<file path="src/hw/rtl/rms_level_meter_top_defines.svh">
// ----------------------------------------------------------------------------
// rms_level_meter_top_defines.svh
// Assertion macros shared by the RMS level meter RTL.
// ----------------------------------------------------------------------------
`ifndef RMS_LEVEL_METER_TOP_DEFINES_SVH
`define RMS_LEVEL_METER_TOP_DEFINES_SVH

`ifndef NO_ASSERTIONS

// ante true -> cons true in the same cycle
`define RLM_ASSERT_SAME(lbl, ante, cons, msg) \
  lbl: assert property (@(posedge clk) disable iff (rst) (ante) |-> (cons)) \
    else $error(msg);

// ante true -> cons true in the next cycle
`define RLM_ASSERT_NEXT(lbl, ante, cons, msg) \
  lbl: assert property (@(posedge clk) disable iff (rst) (ante) |=> (cons)) \
    else $error(msg);

`else

`define RLM_ASSERT_SAME(lbl, ante, cons, msg)
`define RLM_ASSERT_NEXT(lbl, ante, cons, msg)

`endif

`endif

</file>
<file path="src/hw/rtl/rlm_pkg.sv">
// ----------------------------------------------------------------------------
// rlm_pkg
// Shared constants and controller/datapath interface types.
// ----------------------------------------------------------------------------
package rlm_pkg;

  localparam int MAX_SAMPLES_DEF = 4096;  // default buffer limit
  localparam int SAMPLE_W        = 16;
  localparam int SQ_W            = 31;    // (-32768)^2 = 2^30 needs 31 bits
  localparam int LEVEL_W         = 17;
  localparam int USED_W          = 13;
  localparam int Q_W             = 33;    // 4 * mean square <= 2^32
  localparam int ROOT_W          = Q_W + 1;
  localparam int SQRT_STEPS      = (Q_W + 1) / 2;

  localparam logic [LEVEL_W-1:0] FULL_SCALE = LEVEL_W'(65536);

  typedef struct packed {
    logic capture;    // latch incoming request
    logic square;     // register sample * sample
    logic accum;      // add square to running sum, bump count; flag drop when full
    logic div_init;   // load divider
    logic div_step;   // one restoring divide step
    logic root_init;  // load square root unit
    logic root_step;  // one square root step
    logic emit;       // load output register, clear accumulators
  } rlm_cmd_t;

  typedef struct packed {
    logic last_flag;  // captured request ends the buffer
    logic out_free;   // output register can take a result this cycle
  } rlm_stat_t;

endpackage

</file>
<file path="src/hw/rtl/rlm_ctrl.sv">
// ----------------------------------------------------------------------------
// rlm_ctrl
// Sequencer: accumulate per sample, then divide and root at buffer end.
// ----------------------------------------------------------------------------
module rlm_ctrl
  import rlm_pkg::*;
#(
  parameter int MAX_SAMPLES = MAX_SAMPLES_DEF
) (
  input  logic      clk,
  input  logic      rst,
  input  logic      sample_valid,
  output logic      sample_stall,
  input  rlm_stat_t stat,
  output rlm_cmd_t  cmd
);

  localparam int CNT_W  = $clog2(MAX_SAMPLES + 1);
  localparam int SUM_W  = SQ_W - 1 + CNT_W;
  localparam int DVD_W  = SUM_W + 2;
  localparam int STEP_W = $clog2(DVD_W);

  typedef enum logic [7:0] {
    S_IDLE      = 8'b00000001,
    S_SQUARE    = 8'b00000010,
    S_ACCUM     = 8'b00000100,
    S_DIV_INIT  = 8'b00001000,
    S_DIV       = 8'b00010000,
    S_ROOT_INIT = 8'b00100000,
    S_ROOT      = 8'b01000000,
    S_EMIT      = 8'b10000000
  } state_t;

  state_t              state, state_next;
  logic   [STEP_W-1:0] step, step_next;

  always_comb begin
    state_next = state;
    step_next  = step;
    cmd        = '0;
    case (state)
      S_IDLE: begin
        if (sample_valid) begin
          cmd.capture = 1'b1;
          state_next  = S_SQUARE;
        end
      end
      S_SQUARE: begin
        cmd.square = 1'b1;
        state_next = S_ACCUM;
      end
      S_ACCUM: begin
        cmd.accum  = 1'b1;
        state_next = stat.last_flag ? S_DIV_INIT : S_IDLE;
      end
      S_DIV_INIT: begin
        cmd.div_init = 1'b1;
        step_next    = STEP_W'(DVD_W - 1);
        state_next   = S_DIV;
      end
      S_DIV: begin
        cmd.div_step = 1'b1;
        if (step == '0) begin
          state_next = S_ROOT_INIT;
        end else begin
          step_next = step - 1'b1;
        end
      end
      S_ROOT_INIT: begin
        cmd.root_init = 1'b1;
        step_next     = STEP_W'(SQRT_STEPS - 1);
        state_next    = S_ROOT;
      end
      S_ROOT: begin
        cmd.root_step = 1'b1;
        if (step == '0) begin
          state_next = S_EMIT;
        end else begin
          step_next = step - 1'b1;
        end
      end
      S_EMIT: begin
        if (stat.out_free) begin
          cmd.emit   = 1'b1;
          state_next = S_IDLE;
        end
      end
      default: begin
        state_next = S_IDLE;
      end
    endcase
  end

  always_ff @(posedge clk) begin
    if (rst) begin
      state <= S_IDLE;
      step  <= '0;
    end else begin
      state <= state_next;
      step  <= step_next;
    end
  end

  assign sample_stall = (state != S_IDLE);

endmodule

</file>
<file path="src/hw/rtl/rlm_datapath.sv">
// ----------------------------------------------------------------------------
// rlm_datapath
// Square/accumulate, restoring divider, bitwise square root, output register.
// ----------------------------------------------------------------------------
`include "rms_level_meter_top_defines.svh"

module rlm_datapath
  import rlm_pkg::*;
#(
  parameter int MAX_SAMPLES = MAX_SAMPLES_DEF
) (
  input  logic                       clk,
  input  logic                       rst,
  input  rlm_cmd_t                   cmd,
  output rlm_stat_t                  stat,
  input  logic signed [SAMPLE_W-1:0] sample,
  input  logic                       last,
  output logic                       level_valid,
  input  logic                       level_stall,
  output logic        [LEVEL_W-1:0]  level,
  output logic        [USED_W-1:0]   samples_used,
  output logic                       truncated
);

  localparam int CNT_W = $clog2(MAX_SAMPLES + 1);
  localparam int SUM_W = SQ_W - 1 + CNT_W;
  localparam int DVD_W = SUM_W + 2;

  localparam logic [CNT_W-1:0] CNT_MAX = CNT_W'(MAX_SAMPLES);

  // request capture and squaring
  logic signed [SAMPLE_W-1:0]   sample_r;
  logic                         last_r;
  logic signed [2*SAMPLE_W-1:0] prod;
  logic        [SQ_W-1:0]       sq;

  // accumulators
  logic [SUM_W-1:0] sum;
  logic [CNT_W-1:0] tally;
  logic             overflowed;

  // divider
  logic [DVD_W-1:0] dvd;
  logic [CNT_W-1:0] rem;
  logic [Q_W-1:0]   quo;
  logic [CNT_W:0]   trial;
  logic             qbit;

  // square root
  logic [Q_W-1:0]    rad;
  logic [ROOT_W-1:0] root;
  logic [ROOT_W-1:0] rbit;
  logic [ROOT_W-1:0] rtrial;
  logic              rfit;

  logic [LEVEL_W-1:0]      level_calc;
  logic [USED_W+CNT_W-1:0] used_ext;

  assign prod = sample_r * sample_r;

  always_ff @(posedge clk) begin
    if (cmd.capture) begin
      sample_r <= sample;
      last_r   <= last;
    end
    if (cmd.square) begin
      sq <= prod[SQ_W-1:0];
    end
  end

  always_ff @(posedge clk) begin
    if (rst) begin
      sum        <= '0;
      tally      <= '0;
      overflowed <= 1'b0;
    end else if (cmd.emit) begin
      sum        <= '0;
      tally      <= '0;
      overflowed <= 1'b0;
    end else if (cmd.accum) begin
      if (tally < CNT_MAX) begin
        sum   <= sum + SUM_W'(sq);
        tally <= tally + 1'b1;
      end else begin
        overflowed <= 1'b1;
      end
    end
  end

  // restoring divide of 4*sum by tally, one quotient bit per cycle; the
  // quotient is known to fit Q_W bits so the upper bits shift out as zero
  assign trial = {rem, dvd[DVD_W-1]};
  assign qbit  = (trial >= {1'b0, tally});

  always_ff @(posedge clk) begin
    if (cmd.div_init) begin
      dvd <= {sum, 2'b00};
      rem <= '0;
      quo <= '0;
    end else if (cmd.div_step) begin
      dvd <= {dvd[DVD_W-2:0], 1'b0};
      rem <= qbit ? CNT_W'(trial - {1'b0, tally}) : trial[CNT_W-1:0];
      quo <= {quo[Q_W-2:0], qbit};
    end
  end

  // digit-by-digit integer square root, two radicand bits per cycle
  assign rtrial = root + rbit;
  assign rfit   = ({1'b0, rad} >= rtrial);

  always_ff @(posedge clk) begin
    if (cmd.root_init) begin
      rad  <= quo;
      root <= '0;
      rbit <= ROOT_W'(1) << (Q_W - 1);
    end else if (cmd.root_step) begin
      if (rfit) begin
        rad  <= Q_W'({1'b0, rad} - rtrial);
        root <= (root >> 1) + rbit;
      end else begin
        root <= root >> 1;
      end
      rbit <= rbit >> 2;
    end
  end

  always_comb begin
    if (tally == '0) begin
      level_calc = '0;
    end else if (root > ROOT_W'(FULL_SCALE)) begin
      level_calc = FULL_SCALE;
    end else begin
      level_calc = root[LEVEL_W-1:0];
    end
  end

  assign used_ext = {{USED_W{1'b0}}, tally};

  // output register
  always_ff @(posedge clk) begin
    if (rst) begin
      level_valid <= 1'b0;
    end else if (cmd.emit) begin
      level_valid <= 1'b1;
    end else if (!level_stall) begin
      level_valid <= 1'b0;
    end
  end

  always_ff @(posedge clk) begin
    if (cmd.emit) begin
      level        <= level_calc;
      samples_used <= used_ext[USED_W-1:0];
      truncated    <= overflowed;
    end
  end

  assign stat.last_flag = last_r;
  assign stat.out_free  = !level_valid || !level_stall;

  `RLM_ASSERT_SAME(a_tally_bound, 1'b1, tally <= CNT_MAX, "sample count above limit")
  `RLM_ASSERT_SAME(a_ovf_full, overflowed, tally == CNT_MAX, "drop flagged on open buffer")
  `RLM_ASSERT_NEXT(a_emit_clear, cmd.emit, tally == '0 && !overflowed && sum == '0,
                   "accumulators not cleared after result")
  `RLM_ASSERT_SAME(a_level_range, level_valid, level <= FULL_SCALE, "level above full scale")

endmodule

</file>
<file path="src/hw/rtl/rms_level_meter_top.sv">
// ----------------------------------------------------------------------------
// rms_level_meter_top
// RMS level of buffers of signed 16-bit audio samples, unsigned Q16 result.
// ----------------------------------------------------------------------------
// Usage:
//   Input channel (sample_valid / sample_stall) carries one request per
//   audio sample plus a last flag that closes the buffer. Output channel
//   (level_valid / level_stall) carries one result per buffer: level,
//   samples_used and truncated. Nothing is emitted for samples without last.
//   Sequence: a sample without last occupies the block through accept,
//   square and accumulate. A sample with last then runs divider load,
//   one divider bit per cycle over the widened sum of DVD_W = 32 +
//   clog2(MAX_SAMPLES + 1) bits in the restoring divider, root load and
//   17 root steps in the root unit, until the result is loaded.
//   A waiting result sits in the output register while the next buffer is
//   accumulated; only a second result waits for that register to drain.
//   Reset (rst, synchronous) clears the sum, count, drop flag and output
//   valid. While level_stall is high the result holds steady.
//   Samples past MAX_SAMPLES in one buffer are dropped and flag truncated.
// ----------------------------------------------------------------------------
module rms_level_meter_top
  import rlm_pkg::*;
#(
  parameter int MAX_SAMPLES = MAX_SAMPLES_DEF
) (
  input  logic                       clk,
  input  logic                       rst,
  input  logic                       sample_valid,
  output logic                       sample_stall,
  input  logic signed [SAMPLE_W-1:0] sample,
  input  logic                       last,
  output logic                       level_valid,
  input  logic                       level_stall,
  output logic        [LEVEL_W-1:0]  level,
  output logic        [USED_W-1:0]   samples_used,
  output logic                       truncated
);

  rlm_cmd_t  cmd;   // controller -> datapath
  rlm_stat_t stat;  // datapath -> controller

  rlm_ctrl #(
    .MAX_SAMPLES (MAX_SAMPLES)
  ) u_ctrl (
    .clk          (clk),
    .rst          (rst),
    .sample_valid (sample_valid),
    .sample_stall (sample_stall),
    .stat         (stat),
    .cmd          (cmd)
  );

  rlm_datapath #(
    .MAX_SAMPLES (MAX_SAMPLES)
  ) u_datapath (
    .clk          (clk),
    .rst          (rst),
    .cmd          (cmd),
    .stat         (stat),
    .sample       (sample),
    .last         (last),
    .level_valid  (level_valid),
    .level_stall  (level_stall),
    .level        (level),
    .samples_used (samples_used),
    .truncated    (truncated)
  );

endmodule
</file>
<file path="config.mk">
export PLATFORM = sky130hd
export DESIGN_NAME = rms_level_meter_top
export DESIGN_NICKNAME = d
export VERILOG_FILES = /design/src/hw/rtl/rlm_pkg.sv /design/src/hw/rtl/rlm_ctrl.sv /design/src/hw/rtl/rlm_datapath.sv /design/src/hw/rtl/rms_level_meter_top.sv
export VERILOG_INCLUDE_DIRS = /design/src /design/src/hw/rtl
export SDC_FILE = /design/constraint.sdc
export NUM_CORES = 1
export LEC_CHECK = 0
export BUFFER_PORTS_ARGS = -buffer_cell sky130_fd_sc_hd__buf_2
export CAP_MARGIN = 20
export CORE_ASPECT_RATIO = 0.5
export CORE_MARGIN = 1
export CORE_UTILIZATION = 50
export DETAILED_ROUTE_END_ITERATION = 10
export PLACE_DENSITY = 0.73
export SLEW_MARGIN = 20
export SYNTH_ARGS = -nofsm -noshare
export SYNTH_HDL_FRONTEND = slang
export SYNTH_SLANG_ARGS = --single-unit
</file>
<file path="constraint.sdc">
create_clock -name clk -period 7.65 [get_ports clk]
set_clock_uncertainty 0.1 [all_clocks]
set_input_delay 1.1475 -clock clk [delete_from_list [all_inputs] [get_ports clk]]
set_output_delay 1.1475 -clock clk [all_outputs]
set_load 0.005 [all_outputs]
</file>
==> flow_metrics.env <==
export IMPL_status="complete, but fails checks"
export IMPL_violations="design-rule violations"
export IMPL_clk_latency_ns=0.63
export IMPL_route_detailed_drc=4
export IMPL_cts_max_level=1
export IMPL_fin_crit_ns=6.94
export IMPL_finalCritPeriodShare_pct=90.7
export IMPL_final_nets=3375
export IMPL_dr_total_vias=19900
export IMPL_cts_sinks=323
export IMPL_setup_ws_ns=0.712
export IMPL_placed_area_sq_um=27700
export IMPL_min_delay_path_class="flop to flop"
export IMPL_critPathMostFrequentCell="fa_1"
export IMPL_synthArstFlopShare_pct=0
export IMPL_rsz0062_at_grt="no"
export IMPL_ctsResizeCount=0
export IMPL_crit_fanout=22
export IMPL_numCtsBuffers=31
export IMPL_r2r_cells=21
export IMPL_cts_setup_buffers=0
export IMPL_p_leak_nw=12.6
export IMPL_initial_core_util_pct=51.1
export IMPL_num_rows=59
export IMPL_layout_commonest_cell="nand2_1"
export IMPL_layout_common_cells="nand2_1 (402), inv_1 (399), fa_1 (234)"
export IMPL_reg2reg_from="u_datapath.sample_r[1]"
export IMPL_finalSetupTns_ns=0
export IMPL_gp_congestion=0.897
export IMPL_maxClockFrequency_mhz=144
export IMPL_io_pins=54
export IMPL_crit_type="flop to flop"
export IMPL_relSlewSlack_pct=36.5
export IMPL_portBuffers=53
export IMPL_antenna_found_initial=0
export IMPL_ys_types=87
export IMPL_synth_edf_count=154
export IMPL_dpl_worst_slack_ns=0.768
export IMPL_setup_viol=0
export IMPL_die_h_microns=166
export IMPL_cts_hold_buf=0
export IMPL_grt_overflow_total=0
export IMPL_ys_flop_type="dfxtp_1"
export IMPL_worstSetupStartpointType="flop"
export IMPL_total_power_mw=14.1
export IMPL_gr_usage_all_layers_pct=21.3
export IMPL_wl_per_cell_microns=15.8
export IMPL_drive_gt1_share_pct=5.88
export IMPL_final_max_slew_viol_count=0
export IMPL_drv_cap=0
export IMPL_grt_max_degree=53
export IMPL_hold_depth=0
export IMPL_ir_drop_v=0.000902
export IMPL_end_kind="flop"
export IMPL_syn2layout_area_growth_pct=7.33
export IMPL_drtAntennaViolNets=0
export IMPL_cts_tree="done"
export IMPL_critPathRequiredTime_ns=7.90
export IMPL_fin_area_sq_um=28700
export IMPL_seq_area_frac_synth_pct=29.9
export IMPL_clk_pin_slew_ns=0.08
export IMPL_synth_nets=3372
export IMPL_syn_inst=2916
export IMPL_min_delay_start="u_datapath.overflowed"
export IMPL_core_area_sq_um=52400
export IMPL_cpPeakStageDelay_ns=0.86
export IMPL_fin_cells=3645
export IMPL_clockBufferDepth=3
export IMPL_crit_slowest_cell="edfxtp_1"
export IMPL_die_area_sq_um=54500
export IMPL_dp_cells=3587
export IMPL_die_w_microns=329
export IMPL_fillCellCount=4670
export IMPL_synthesis_area_sq_um=26800
export IMPL_wl_mm=57.5
export IMPL_yosysWarnings=0
export IMPL_avgSynthCellArea_sq_um=9.18
export IMPL_num_antenna_cells=0
export IMPL_path_cells="and2_1 -> inv_1 -> fa_1 -> fa_1 -> inv_1 -> fa_1 -> fa_1 -> inv_1 -> fa_1 -> fa_1 -> inv_1 -> ha_1 -> a211oi_1 -> nand2_1 -> nor3b_1 -> o31a_1 -> o21ai_0 -> nand4_1 -> nand3_1 -> o41ai_1 -> xnor2_1"
export IMPL_cp_arrival_ns=7.19
export IMPL_grt_pass1_wl_mm=96.5
export IMPL_dpl_hpwl_mm=43.3
export IMPL_avgViaCountPerCell=5.47
export IMPL_root_buffer="clkbuf_16"
export IMPL_power_density_nw_per_um2=493
export IMPL_ys_ff_latch=323
export IMPL_drt_iter0_drc=1468
export IMPL_crit_start="u_datapath.sample_r[1]"
export IMPL_grt_pass1_vias=19800
export IMPL_firstDrtPassIters=8
export IMPL_hold_viol_final=0
export IMPL_tightestPinTransition_ns=0.940
[state kept, by name, indices dropped and copies added, names as in the netlist]
name                     flops
u_datapath.overflowed        1
u_datapath.sq               30
u_datapath.samples_used     13
u_datapath.truncated         1
u_datapath.last_r            1
u_datapath.rbit             17
u_datapath.level_valid       1
u_ctrl.state                 8
u_datapath.dvd              43
u_datapath.level            17
u_datapath.rem              13
u_datapath.quo              33
u_datapath.sum              43
u_ctrl.step                  6
u_datapath.root             34
u_datapath.rad              33
u_datapath.tally            13
u_datapath.sample_r         16
[layout make-up]
type / instances / area [sq um] / share of cell area (%)
multi-input combinational: 2087 / 16900 / 58.7
sequential: 323 / 8010 / 27.9
inverter: 399 / 1500 / 5.21
clock buffer: 46 / 915 / 3.18
tap: 701 / 877 / 3.05
timing repair buffer: 77 / 445 / 1.55
clock inverter: 12 / 110 / 0.383
[Yosys cell counts, types with 5 or more instances]
master	instances	area [sq um]
a211oi_1	19	143
clkbuf_1	85	319
xor2_1	53	464
o221ai_1	5	43.8
nand2b_1	18	113
nor4_1	18	113
and3_1	23	144
fa_1	234	4680
dfxtp_1	169	3380
o211ai_1	6	45.0
and4_1	7	61.3
edfxtp_1	154	4620
o21ai_0	125	626
a21o_1	43	323
a211o_1	6	52.6
nand4_1	27	169
and2_1	71	444
nor2_1	152	571
or3_1	18	113
inv_1	399	1500
a22o_1	50	438
nand2_1	402	1510
nor3b_1	13	97.6
o31a_1	5	43.8
a31o_2	5	43.8
a22oi_1	6	45.0
o21a_1	15	113
xnor2_1	114	998
ha_1	201	2510
o31ai_1	14	105
mux2i_1	17	170
o22ai_1	5	31.3
o21bai_1	19	143
nand3_1	44	220
nor3_1	41	205
nor2b_1	34	213
a31oi_1	36	225
buf_2	13	65.1
or2_2	7	43.8
a21oi_1	153	766
[kinds of logic after synthesis]
group	Yosys count	synth area share, %
XOR/XNOR	167	5.46
AO/OA/AOI/OAI	567	14.0
AND/OR/NAND/NOR	900	15.8
buffers and inverters	506	7.27
flip-flops	323	29.9
multiplexers	18	0.678
adder cells (fa/ha/maj)	435	26.9
[final timing paths]
| path | slack, ns | to |
|---|---|---|
| worst max-delay path | 0.71 | u_datapath.sq[30] |
| worst min-delay path | 0.34 | u_datapath.truncated |
| worst max register to register | 0.71 | u_datapath.sq[30] |
| worst min register to register | 0.34 | u_datapath.truncated |
[metrics by stage]
| step | utilization, % | hold slack (ns) |
|---|---|---|
| after floorplan | - | 0.309 |
| after global placement | 52.8 | 0.329 |
| after detailed placement | 52.8 | 0.323 |
| after CTS | 54.8 | 0.338 |
| after global routing | 54.8 | 0.361 |
| final | 54.8 | 0.336 |
[layer usage]
metal / vias to the layer above / GRT usage [%] / wire length, microns
li1: 9820 / - / -
met1: 9645 / 29.2 / 26900
met2: 410 / 35.7 / 27000
met3: 72 / 3.11 / 2520
met4: 0 / 4.65 / 1100
met5: - / 0 / 0
[power by group]
group | switching [mW] | leakage, nW | internal, mW
registers | 0.0562 | 2.75 | 2.43
clock network | 0.726 | 0.501 | 0.867
logic | 5.71 | 9.32 | 4.37
total | 6.49 | 12.6 | 7.66
[worst max-delay path: cells and delay by family, from the launching register on]
family	cells	cell delay [ns]
DFF	1	0.86
adders and majority gates	7	3.37
xor gates and xnor gates	1	0.12
buffers and inverters	4	0.22
and+or+nand+nor	5	0.90
AOI/OAI and AO/OA	4	1.09
No activity file was read; power rests on OpenSTA's default activity.
